<file path="config.mk">
export PLATFORM = sky130hd
export DESIGN_NAME = utf8_to_ascii_transliterator
export DESIGN_NICKNAME = d
export VERILOG_FILES = /design/src/design/uta_pkg.sv /design/src/design/utf8_to_ascii_transliterator.sv
export VERILOG_INCLUDE_DIRS = /design/src /design/src/design
export SDC_FILE = /design/constraint.sdc
export NUM_CORES = 1
export LEC_CHECK = 0
export BUFFER_PORTS_ARGS = -buffer_cell sky130_fd_sc_hd__buf_2
export CAP_MARGIN = 20
export CORE_MARGIN = 2
export CORE_UTILIZATION = 45
export CTS_CLUSTER_SIZE = 10
export DETAILED_ROUTE_END_ITERATION = 12
export PLACE_DENSITY = 0.72
export REMOVE_ABC_BUFFERS = 1
export SYNTH_ARGS = -nofsm -noshare
export SYNTH_HDL_FRONTEND = slang
export SYNTH_SLANG_ARGS = --single-unit
export TNS_END_PERCENT = 20
</file>
<file path="constraint.sdc">
create_clock -name clk -period 2.7 [get_ports clk]
set_clock_uncertainty 0.05 [all_clocks]
set_input_delay 0.54 -clock clk [delete_from_list [all_inputs] [get_ports clk]]
set_output_delay 0.54 -clock clk [all_outputs]
set_load 0.1 [all_outputs]
</file>
<file path="src/design/utf8_to_ascii_transliterator_defines.svh">
// Assertion macros used by the UTF-8 to ASCII transliterator RTL
`ifndef UTF8_TO_ASCII_TRANSLITERATOR_DEFINES_SVH
`define UTF8_TO_ASCII_TRANSLITERATOR_DEFINES_SVH

// Same-cycle implication, sampled on clk, off while in reset
`define UTA_ASSERT_NOW(lbl, ante, cons, msg) \
	lbl: assert property (@(posedge clk) disable iff (!arst_n) (ante) |-> (cons)) \
		else $error(msg);

// Next-cycle implication, sampled on clk, off while in reset
`define UTA_ASSERT_NEXT(lbl, ante, cons, msg) \
	lbl: assert property (@(posedge clk) disable iff (!arst_n) (ante) |=> (cons)) \
		else $error(msg);

`endif

</file>
<file path="src/design/uta_pkg.sv">
// Types, constants and the accented-letter table of the UTF-8 to ASCII transliterator
package uta_pkg;

	localparam logic [6:0] CHAR_SPACE    = 7'd32;
	localparam logic [6:0] CHAR_TILDE    = 7'd126;
	localparam logic [6:0] CHAR_QUESTION = 7'd63;
	localparam logic [7:0] LIMIT_RESET   = 8'd255;
	localparam logic [7:0] COUNT_MAX     = 8'd255;
	localparam logic [1:0] SKIP_THREE_BYTE = 2'd2;
	localparam logic [1:0] SKIP_FOUR_BYTE  = 2'd3;

	typedef struct packed {
		logic [7:0] text_byte;
		logic       end_of_text;
	} in_beat_t;

	typedef struct packed {
		logic [6:0] ascii_char;
		logic       has_char;
		logic       text_done;
	} out_beat_t;

	// Map an 11-bit codepoint to its base letter, '?' when not in the table
	function automatic logic [6:0] translit(input logic [10:0] cp);
		logic [6:0] ch;
		case (cp)
			11'h104, 11'h0C4, 11'h0C0, 11'h0C1, 11'h0C2, 11'h0C3, 11'h0C5: ch = 7'h41;
			11'h105, 11'h0E4, 11'h0E0, 11'h0E1, 11'h0E2, 11'h0E3, 11'h0E5: ch = 7'h61;
			11'h106, 11'h0C7, 11'h10C: ch = 7'h43;
			11'h107, 11'h0E7, 11'h10D: ch = 7'h63;
			11'h10E: ch = 7'h44;
			11'h10F: ch = 7'h64;
			11'h118, 11'h0C9, 11'h0C8, 11'h0CA, 11'h0CB, 11'h11A: ch = 7'h45;
			11'h119, 11'h0E9, 11'h0E8, 11'h0EA, 11'h0EB, 11'h11B: ch = 7'h65;
			11'h0CD, 11'h0CC, 11'h0CE, 11'h0CF: ch = 7'h49;
			11'h0ED, 11'h0EC, 11'h0EE, 11'h0EF: ch = 7'h69;
			11'h141: ch = 7'h4C;
			11'h142: ch = 7'h6C;
			11'h143, 11'h0D1, 11'h147: ch = 7'h4E;
			11'h144, 11'h0F1, 11'h148: ch = 7'h6E;
			11'h0D3, 11'h0D6: ch = 7'h4F;
			11'h0F3, 11'h0F6: ch = 7'h6F;
			11'h158: ch = 7'h52;
			11'h159: ch = 7'h72;
			11'h15A, 11'h160: ch = 7'h53;
			11'h15B, 11'h161, 11'h0DF: ch = 7'h73;
			11'h164: ch = 7'h54;
			11'h165: ch = 7'h74;
			11'h0DC, 11'h0DA, 11'h0D9, 11'h0DB, 11'h16E: ch = 7'h55;
			11'h0FC, 11'h0FA, 11'h0F9, 11'h0FB, 11'h16F: ch = 7'h75;
			11'h0DD: ch = 7'h59;
			11'h0FD, 11'h0FF: ch = 7'h79;
			11'h179, 11'h17B, 11'h17D: ch = 7'h5A;
			11'h17A, 11'h17C, 11'h17E: ch = 7'h7A;
			default: ch = CHAR_QUESTION;
		endcase
		return ch;
	endfunction

endpackage

</file>
<file path="src/design/utf8_to_ascii_transliterator.sv">
// Top level of the UTF-8 to printable-ASCII transliterator
//
//  channel   | signals                      | carries
//  ----------+------------------------------+---------------------------------------
//  in        | in_valid, in_ready, in_data  | one UTF-8 byte and its end-of-text flag
//  out       | out_valid, out_ready, out_data | one ASCII character and status
//  cfg       | cfg_we, cfg_data             | out_limit, written while cfg_we is high
//
//  One byte a cycle while the result side is not stalled: a beat is held in the
//  input register, is decoded against the per-text state and is registered in
//  the result register, from which the result is offered. A stalled result
//  register holds the input register, which then holds in_ready low. Bytes that
//  give no result only update the state. Reset clears all text state and sets
//  out_limit to 255.
`include "utf8_to_ascii_transliterator_defines.svh"

module utf8_to_ascii_transliterator
	import uta_pkg::*;
(
	input  logic      clk,
	input  logic      arst_n,
	input  logic      in_valid,
	output logic      in_ready,
	input  in_beat_t  in_data,
	output logic      out_valid,
	input  logic      out_ready,
	output out_beat_t out_data,
	input  logic      cfg_we,
	input  logic [7:0] cfg_data
);

	logic       valid_s1;
	in_beat_t   beat_s1;
	logic       out_valid_q;
	out_beat_t  out_q;
	logic [7:0] limit_q;

	logic [1:0] skip_q, skip_d;
	logic [4:0] lead_q, lead_d;
	logic       pend_q, pend_d;
	logic [7:0] count_q, count_d;
	logic       stop_q, stop_d;

	logic       emit;
	logic [6:0] ch;
	logic       advance;
	logic [7:0] b;
	logic       eot;

	assign b   = beat_s1.text_byte;
	assign eot = beat_s1.end_of_text;

	// a decoded beat leaves the input register when the result side has room
	assign advance  = valid_s1 && (!out_valid_q || out_ready);
	assign in_ready = !valid_s1 || advance;

	// configuration register
	always_ff @(posedge clk or negedge arst_n) begin
		if (!arst_n) begin
			limit_q <= LIMIT_RESET;
		end else if (cfg_we) begin
			limit_q <= cfg_data;
		end
	end

	// input register
	always_ff @(posedge clk or negedge arst_n) begin
		if (!arst_n) begin
			valid_s1 <= 1'b0;
		end else if (in_ready) begin
			valid_s1 <= in_valid;
		end
	end

	always_ff @(posedge clk) begin
		if (in_ready && in_valid) begin
			beat_s1 <= in_data;
		end
	end

	// byte decode against the per-text state
	always_comb begin
		emit   = 1'b0;
		ch     = CHAR_SPACE;
		skip_d = skip_q;
		lead_d = lead_q;
		pend_d = pend_q;
		stop_d = stop_q;
		if (stop_q) begin
			// rest of the text is ignored
		end else if (pend_q) begin
			ch     = translit({lead_q, b[5:0]});
			emit   = 1'b1;
			pend_d = 1'b0;
			lead_d = '0;
			if (b == 8'd0) begin
				stop_d = 1'b1;
			end
		end else if (skip_q != 2'd0) begin
			skip_d = skip_q - 2'd1;
			if (b == 8'd0) begin
				stop_d = 1'b1;
				skip_d = '0;
			end
		end else if (b == 8'd0 || count_q >= limit_q) begin
			stop_d = 1'b1;
		end else if (!b[7]) begin
			ch   = (b[6:0] >= CHAR_SPACE && b[6:0] <= CHAR_TILDE) ? b[6:0] : CHAR_SPACE;
			emit = 1'b1;
		end else if (b[7:5] == 3'b110) begin
			lead_d = b[4:0];
			pend_d = 1'b1;
		end else if (b[7:4] == 4'b1110) begin
			ch     = CHAR_QUESTION;
			emit   = 1'b1;
			skip_d = SKIP_THREE_BYTE;
		end else if (b[7:3] == 5'b11110) begin
			ch     = CHAR_QUESTION;
			emit   = 1'b1;
			skip_d = SKIP_FOUR_BYTE;
		end else begin
			ch   = CHAR_SPACE;
			emit = 1'b1;
		end

		// a lead as the last byte is looked up with a zero second byte
		if (eot && pend_d && !stop_d) begin
			ch     = translit({lead_d, 6'd0});
			emit   = 1'b1;
			pend_d = 1'b0;
		end

		count_d = (emit && count_q != COUNT_MAX) ? count_q + 8'd1 : count_q;
	end

	// per-text state, cleared after the last byte
	always_ff @(posedge clk or negedge arst_n) begin
		if (!arst_n) begin
			skip_q  <= '0;
			lead_q  <= '0;
			pend_q  <= 1'b0;
			count_q <= '0;
			stop_q  <= 1'b0;
		end else if (advance) begin
			if (eot) begin
				skip_q  <= '0;
				lead_q  <= '0;
				pend_q  <= 1'b0;
				count_q <= '0;
				stop_q  <= 1'b0;
			end else begin
				skip_q  <= skip_d;
				lead_q  <= lead_d;
				pend_q  <= pend_d;
				count_q <= count_d;
				stop_q  <= stop_d;
			end
		end
	end

	// result register
	always_ff @(posedge clk or negedge arst_n) begin
		if (!arst_n) begin
			out_valid_q <= 1'b0;
		end else if (advance) begin
			out_valid_q <= emit || eot;
		end else if (out_ready) begin
			out_valid_q <= 1'b0;
		end
	end

	always_ff @(posedge clk) begin
		if (advance) begin
			out_q.ascii_char <= ch;
			out_q.has_char   <= emit;
			out_q.text_done  <= eot;
		end
	end

	assign out_valid = out_valid_q;
	assign out_data  = out_q;

	// checks
	`UTA_ASSERT_NOW(a_pend_no_skip, pend_q, skip_q == 2'd0, "lead pending while skipping")
	`UTA_ASSERT_NOW(a_stop_no_pend, stop_q, !pend_q, "lead pending after text stop")
	`UTA_ASSERT_NOW(a_empty_is_end, out_valid_q && !out_q.has_char, out_q.text_done,
		"result without character is not end of text")
	`UTA_ASSERT_NEXT(a_end_clears, advance && eot, count_q == 8'd0 && !stop_q && !pend_q,
		"text state not cleared after end of text")

endmodule
</file>
Word level (Yosys, flattened, before mapping)
Cells that the tools add are included.
- equality and inequality tests: 91
- reductions and logical operators: 40
- $add $sub $neg: 2
- mux-type cells: 54
- magnitude comparators: 3
- operator list (kind ; number):
    11-bit by 8-bit equality test with 1-bit output (second input constant) ; 48
    11-bit by 9-bit equality test with 1-bit output (second input constant) ; 34
    7-bit case mux with 28 select lines ; 1
    7-bit two-way mux ; 8
    5-bit two-way mux ; 10
    1-bit two-way mux ; 23
    3-bit OR reduction ; 7
    2-bit two-way mux ; 10
    8-bit two-way mux ; 2
    7-bit OR reduction ; 2
    6-bit OR reduction ; 2
    5-bit OR reduction ; 2
    8-bit by 1-bit adder with 8-bit output (second input constant) ; 1
    8-bit greater-or-equal comparator ; 1
    8-bit zero test ; 1
    8-bit inequality test (second input constant) ; 1
    2-bit OR reduction ; 4
    4-bit OR reduction ; 2
    7-bit by 6-bit greater-or-equal comparator with 1-bit output (second input constant) ; 1
    7-bit less-or-equal comparator (second input constant) ; 1
    7-bit AND reduction ; 1
    1-bit logical AND ; 6
    3-bit inequality test (second input constant) ; 2
    2-bit nonzero test ; 3
    11 further kinds ; 17
- output and inout port bits: 11
- flip-flop bits (word level): 45
- logic and storage cells: 203
- input port bits: 22

Logic depth before layout (Yosys ltp)
- depth in word-level cells: 13
- mapped depth: 10
- depth with buffers taken out: 9

Worst setup path before layout
Ideal clock, no wire load.
- path kind: register to register
- from: register out_valid_q (netlist: out_valid)
- to: register beat_s1 (netlist bit b[0]) (enable)
- period minus slack after synthesis: 2.821 ns
- setup time: 0.287 ns
- path slack: -0.121 ns
- stages on the path, launching flop included: 3
- buffers on the path: 0
- arrival: 2.485 ns
- data required time: 2.363 ns
- path through: dfrtp_1 > nand3b_1 > and2_1
- cells in the longest elaborated chain, start to end: 5
- RTL lines (element ; line ; text):
    from (decl) ; utf8_to_ascii_transliterator.sv:34 ; logic out_valid_q;
    from (signal assigned) ; utf8_to_ascii_transliterator.sv:166 ; out_valid_q <= emit || eot;
    1-bit zero test ; utf8_to_ascii_transliterator.sv:54 ; assign advance = valid_s1 && (!out_valid_q || out_ready);
    1-bit logical OR ; utf8_to_ascii_transliterator.sv:54 ;
    1-bit logical AND ; utf8_to_ascii_transliterator.sv:54 ;
    1-bit logical OR ; utf8_to_ascii_transliterator.sv:55 ; assign in_ready = !valid_s1 || advance;
    via in_ready ; utf8_to_ascii_transliterator.sv:23 ; output logic in_ready,
    1-bit logical AND ; utf8_to_ascii_transliterator.sv:76 ; if (in_ready && in_valid) begin
    to (signal assigned) ; utf8_to_ascii_transliterator.sv:77 ; beat_s1 <= in_data;
    to (decl) ; utf8_to_ascii_transliterator.sv:33 ; in_beat_t beat_s1;
The timed path passes the listed nets, and every way through them passes these cells.
A chain may end at the register's enable or synchronous reset.

Worst setup path in the final report
- from: register limit_q[1]
- to: register out_q (netlist bit out_data[4]) (data pin)
- cells in the longest elaborated chain, start to end: 9
- elaborated cells on any way between the ends: 24
- classes of those cells: 1 x order compare; 1 x eq/ne; 18 x mux; 4 x reduce/logical
- RTL lines (element ; line ; text):
    from (decl) ; utf8_to_ascii_transliterator.sv:36 ; logic [7:0] limit_q;
    from (signal assigned) ; utf8_to_ascii_transliterator.sv:62 ; limit_q <= cfg_data;
    8-bit greater-or-equal comparator * ; utf8_to_ascii_transliterator.sv:105 ; end else if (b == 8'd0 || count_q >= limit_q) begin
    1-bit logical OR * ; utf8_to_ascii_transliterator.sv:105 ;
    5-bit two-way mux / 1-bit two-way mux (equally long branches) ; utf8_to_ascii_transliterator.sv:105 ;
    5-bit two-way mux / 1-bit two-way mux (equally long branches) ; utf8_to_ascii_transliterator.sv:99 ; end else if (skip_q != 2'd0) begin
    5-bit two-way mux / 1-bit two-way mux (equally long branches) ; utf8_to_ascii_transliterator.sv:91 ; end else if (pend_q) begin
    5-bit two-way mux / 1-bit two-way mux (equally long branches) ; utf8_to_ascii_transliterator.sv:89 ; if (stop_q) begin
    5-bit by 2-bit equality test with 1-bit output, or another cell as far along ; uta_pkg.sv:26 ; case (cp)
    7-bit two-way mux / 1-bit logical AND (equally long branches) ; uta_pkg.sv:26, utf8_to_ascii_transliterator.sv:127 ;
    7-bit two-way mux * ; utf8_to_ascii_transliterator.sv:127 ; if (eot && pend_d && !stop_d) begin
    via ch[2] ; utf8_to_ascii_transliterator.sv:45 ; logic [6:0] ch;
    to (decl) ; utf8_to_ascii_transliterator.sv:35 ; out_beat_t out_q;
The timed path passes the listed nets; every way through them passes the cells marked *.

==> results.yml <==
synthesis:
  synth_top_area_share_pct: 16.1
  synth_flop_cell: "dfrtp_1"
  synth_cells: 395
  synthAdderAreaFrac_pct: 3.72
  yosysSeqAreaShare_pct: 36.4
  synth_common_cells: "nand2_1 (38), nand3_1 (28), nor2_1 (26), inv_1 (25), o21ai_0 (22)"
  yosys-top-cells-area: "edfxtp_1 (16%), dfrtp_1 (14%), dfstp_2 (6.2%)"
  yosysMostFrequentCell: "nand2_1"
  synth_cell_types: 74
  ys_ff_latch: 45
  synth_top_family_by_area: "simple AND/OR/NAND/NOR gates"
  synth_xor_area_share_pct: 1.04
  synth-simple-area-share_pct: 26.3
  synth_edf_count: 18
  synth.mux.area_fraction_pct: 0.632
  syn-cell-area_mm2: 0.00337
  yosysWarnings: 0
  ys_async_sr_fraction_pct: 60.0
  synth_compound_area_share_pct: 25.2
  synth_top_cell_by_area: "edfxtp_1"
  syn_area_per_cell_um2: 8.52
global_route:
  grt_pass1_wl_um: 15800
  grt_pass1_vias: 3170
  antenna_found_initial: 0
  grt_util_all_layers_pct: 23.4
  grt-ovfl-total: 0
  grt_max_degree: 28
clock_network:
  cts_sinks: 45
  cts.clk_slew.worst_paths_ns: 0.09
  htree_levels: 2
  tritoncts: "yes"
  clockRootBuffer: "clkbuf_8"
  clkLatencyLatePin_ns: 0.30
  ctsLongestPathBuffers: 2
  cts_hold_buf: 0
  cts_buffers: 5
sta:
  period_share_pct: 100
  fin_ws_ns: -0.00441
  whs_ns: 0.199
  rsz0062_at_grt: "true"
  max-slew-margin-rel_pct: 53.1
  hold_violations: 0
  fin_crit_ns: 2.70
  maxSlewViolCount: 0
  max_freq_mhz: 370
  tns_ns: -0.00441
  setup_viol: 1
  tightest_slew_ns: 0.704
cells_and_area:
  area_growth_pct: 27.1
  finalCoreUtilization_pct: 59.0
  nNetsFinal: 492
  stdcell_count: 560
  antenna-diode-count: 0
  drive_gt1_share_pct: 33.2
  fin_area_mm2: 0.00428
place:
  gp_congestion: 0.922
  io_buffer_count: 32
  dpl_cell_area_mm2: 0.00394
  place_inst: 551
  hpwlAfterDp_um: 7020
  post-place-ws_ns: -0.137
routing:
  first_pass_iters: 5
  vias: 3396
  wl_per_cell_um: 17.8
  drc: 0
  routed_wl_um: 9970
  antenna_left: 0
  drt_iter0_markers: 219
  drt-vias-per-instance: 6.06
critical_path:
  worstSetupPathType: "reg -> reg"
  rr_endpoint: "out_data[4]"
  critPathMaxFanout: 7
  r2r_setup_slack_ns: -0.004
  startpoint_type: "register"
  arrival_ns: 2.81
  crit_path_end_kind: "register"
  r2r_start: "limit_q[1]"
  required_ns: 2.80
  worstRegToRegCells: 10
floorplanning:
  core_mm2: 0.00725
  dieArea_mm2: 0.00819
  start_util_pct: 46.4
  fp.dieH_um: 90.5
  rows: 31
  die_x_um: 90.5
  ios: 33
run_status:
  violations: "setup timing"
  status: "finished, violations left"
worst_hold_path:
  hold_class: "in -> async"
power_and_ir_drop:
  p_per_area_mw_per_mm2: 746
  leakagePower_nw: 1.76
  vdd_drop_max_mv: 0.786
  power.total_mw: 3.19
job:
  maxCapViolations: 0
## placed cells by master (no fill, tap or decap), types with 5 or more instances in the layout
| cell | n |
|---|---|
| a21oi_1 | 18 |
| a31oi_1 | 10 |
| and3_1 | 8 |
| buf_2 | 32 |
| buf_4 | 52 |
| clkbuf_8 | 5 |
| dfrtp_1 | 19 |
| dfstp_2 | 8 |
| edfxtp_1 | 18 |
| ha_1 | 8 |
| inv_1 | 25 |
| nand2_1 | 38 |
| nand3_1 | 28 |
| nand4_1 | 6 |
| nor2_1 | 24 |
| nor2b_1 | 5 |
| nor3_1 | 12 |
| nor3b_1 | 6 |
| o21ai_0 | 19 |
| o22ai_1 | 5 |
## per-layer routing
metal	wire length [um]	up-vias	global-route usage (%)
li1	-	1619	-
met1	4390	1648	32.1
met2	4900	113	39.3
met3	493	16	2.75
met4	180	0	5.90
met5	0	-	0
## sequential cells by signal, summed over array words and instances (netlist names)
signal / flops
b: 8
out_valid: 1
limit_q: 8
out_data: 9
eot: 1
count_q: 8
stop_q: 1
valid_s1: 1
skip_q: 2
lead_q: 5
pend_q: 1
## critical path, cell delays in order, from the launching register on
cell	delay, ns
dfstp_2	0.52
inv_1	0.07
ha_4	0.27
nor2b_4	0.12
o211ai_1	0.17
a31o_2	0.35
a41oi_2	0.25
a21boi_0	0.33
buf_4	0.18
nand2_1	0.05
a31oi_1	0.19
## report_power, final
group          internal, mW  leakage, nW  switching, mW
logic                 0.609         1.21           1.14
registers             0.887        0.507          0.136
clock network         0.179       0.0439          0.237
## logic make-up after synthesis
kind of cell,Yosys count
xor gates and xnor gates,4
muxes,2
DFF,45
and+or+nand+nor,165
AOI/OAI and AO/OA,116
buffers and inverters,53
adders and majority gates,10
## what timing repair did
action / CTS / global route
pin swaps: 1 / 9
buffers inserted: 0 / 1
endpoints found under the setup margin: 7 / 11
resized for setup: 6 / 39
## cell type report
type	instances	area, um2
Clock buffer	5	68.8
Clock inverter	3	17.5
Fill cell	661	2980
Inverter	25	93.8
Multi-Input combinational cell	297	2160
Sequential cell	45	1230
Tap cell	99	124
Timing Repair Buffer	86	591
## worst max path at each step
stage,start,end,cells past startpoint
floorplan,out_valid,b[0],2
global placement,limit_q[1],out_data[8],9
detailed placement,limit_q[1],out_data[8],9
CTS,limit_q[1],out_data[3],10
global route,limit_q[1],out_data[4],10
finish,limit_q[1],out_data[4],10
(Power assumes the default switching activity.)
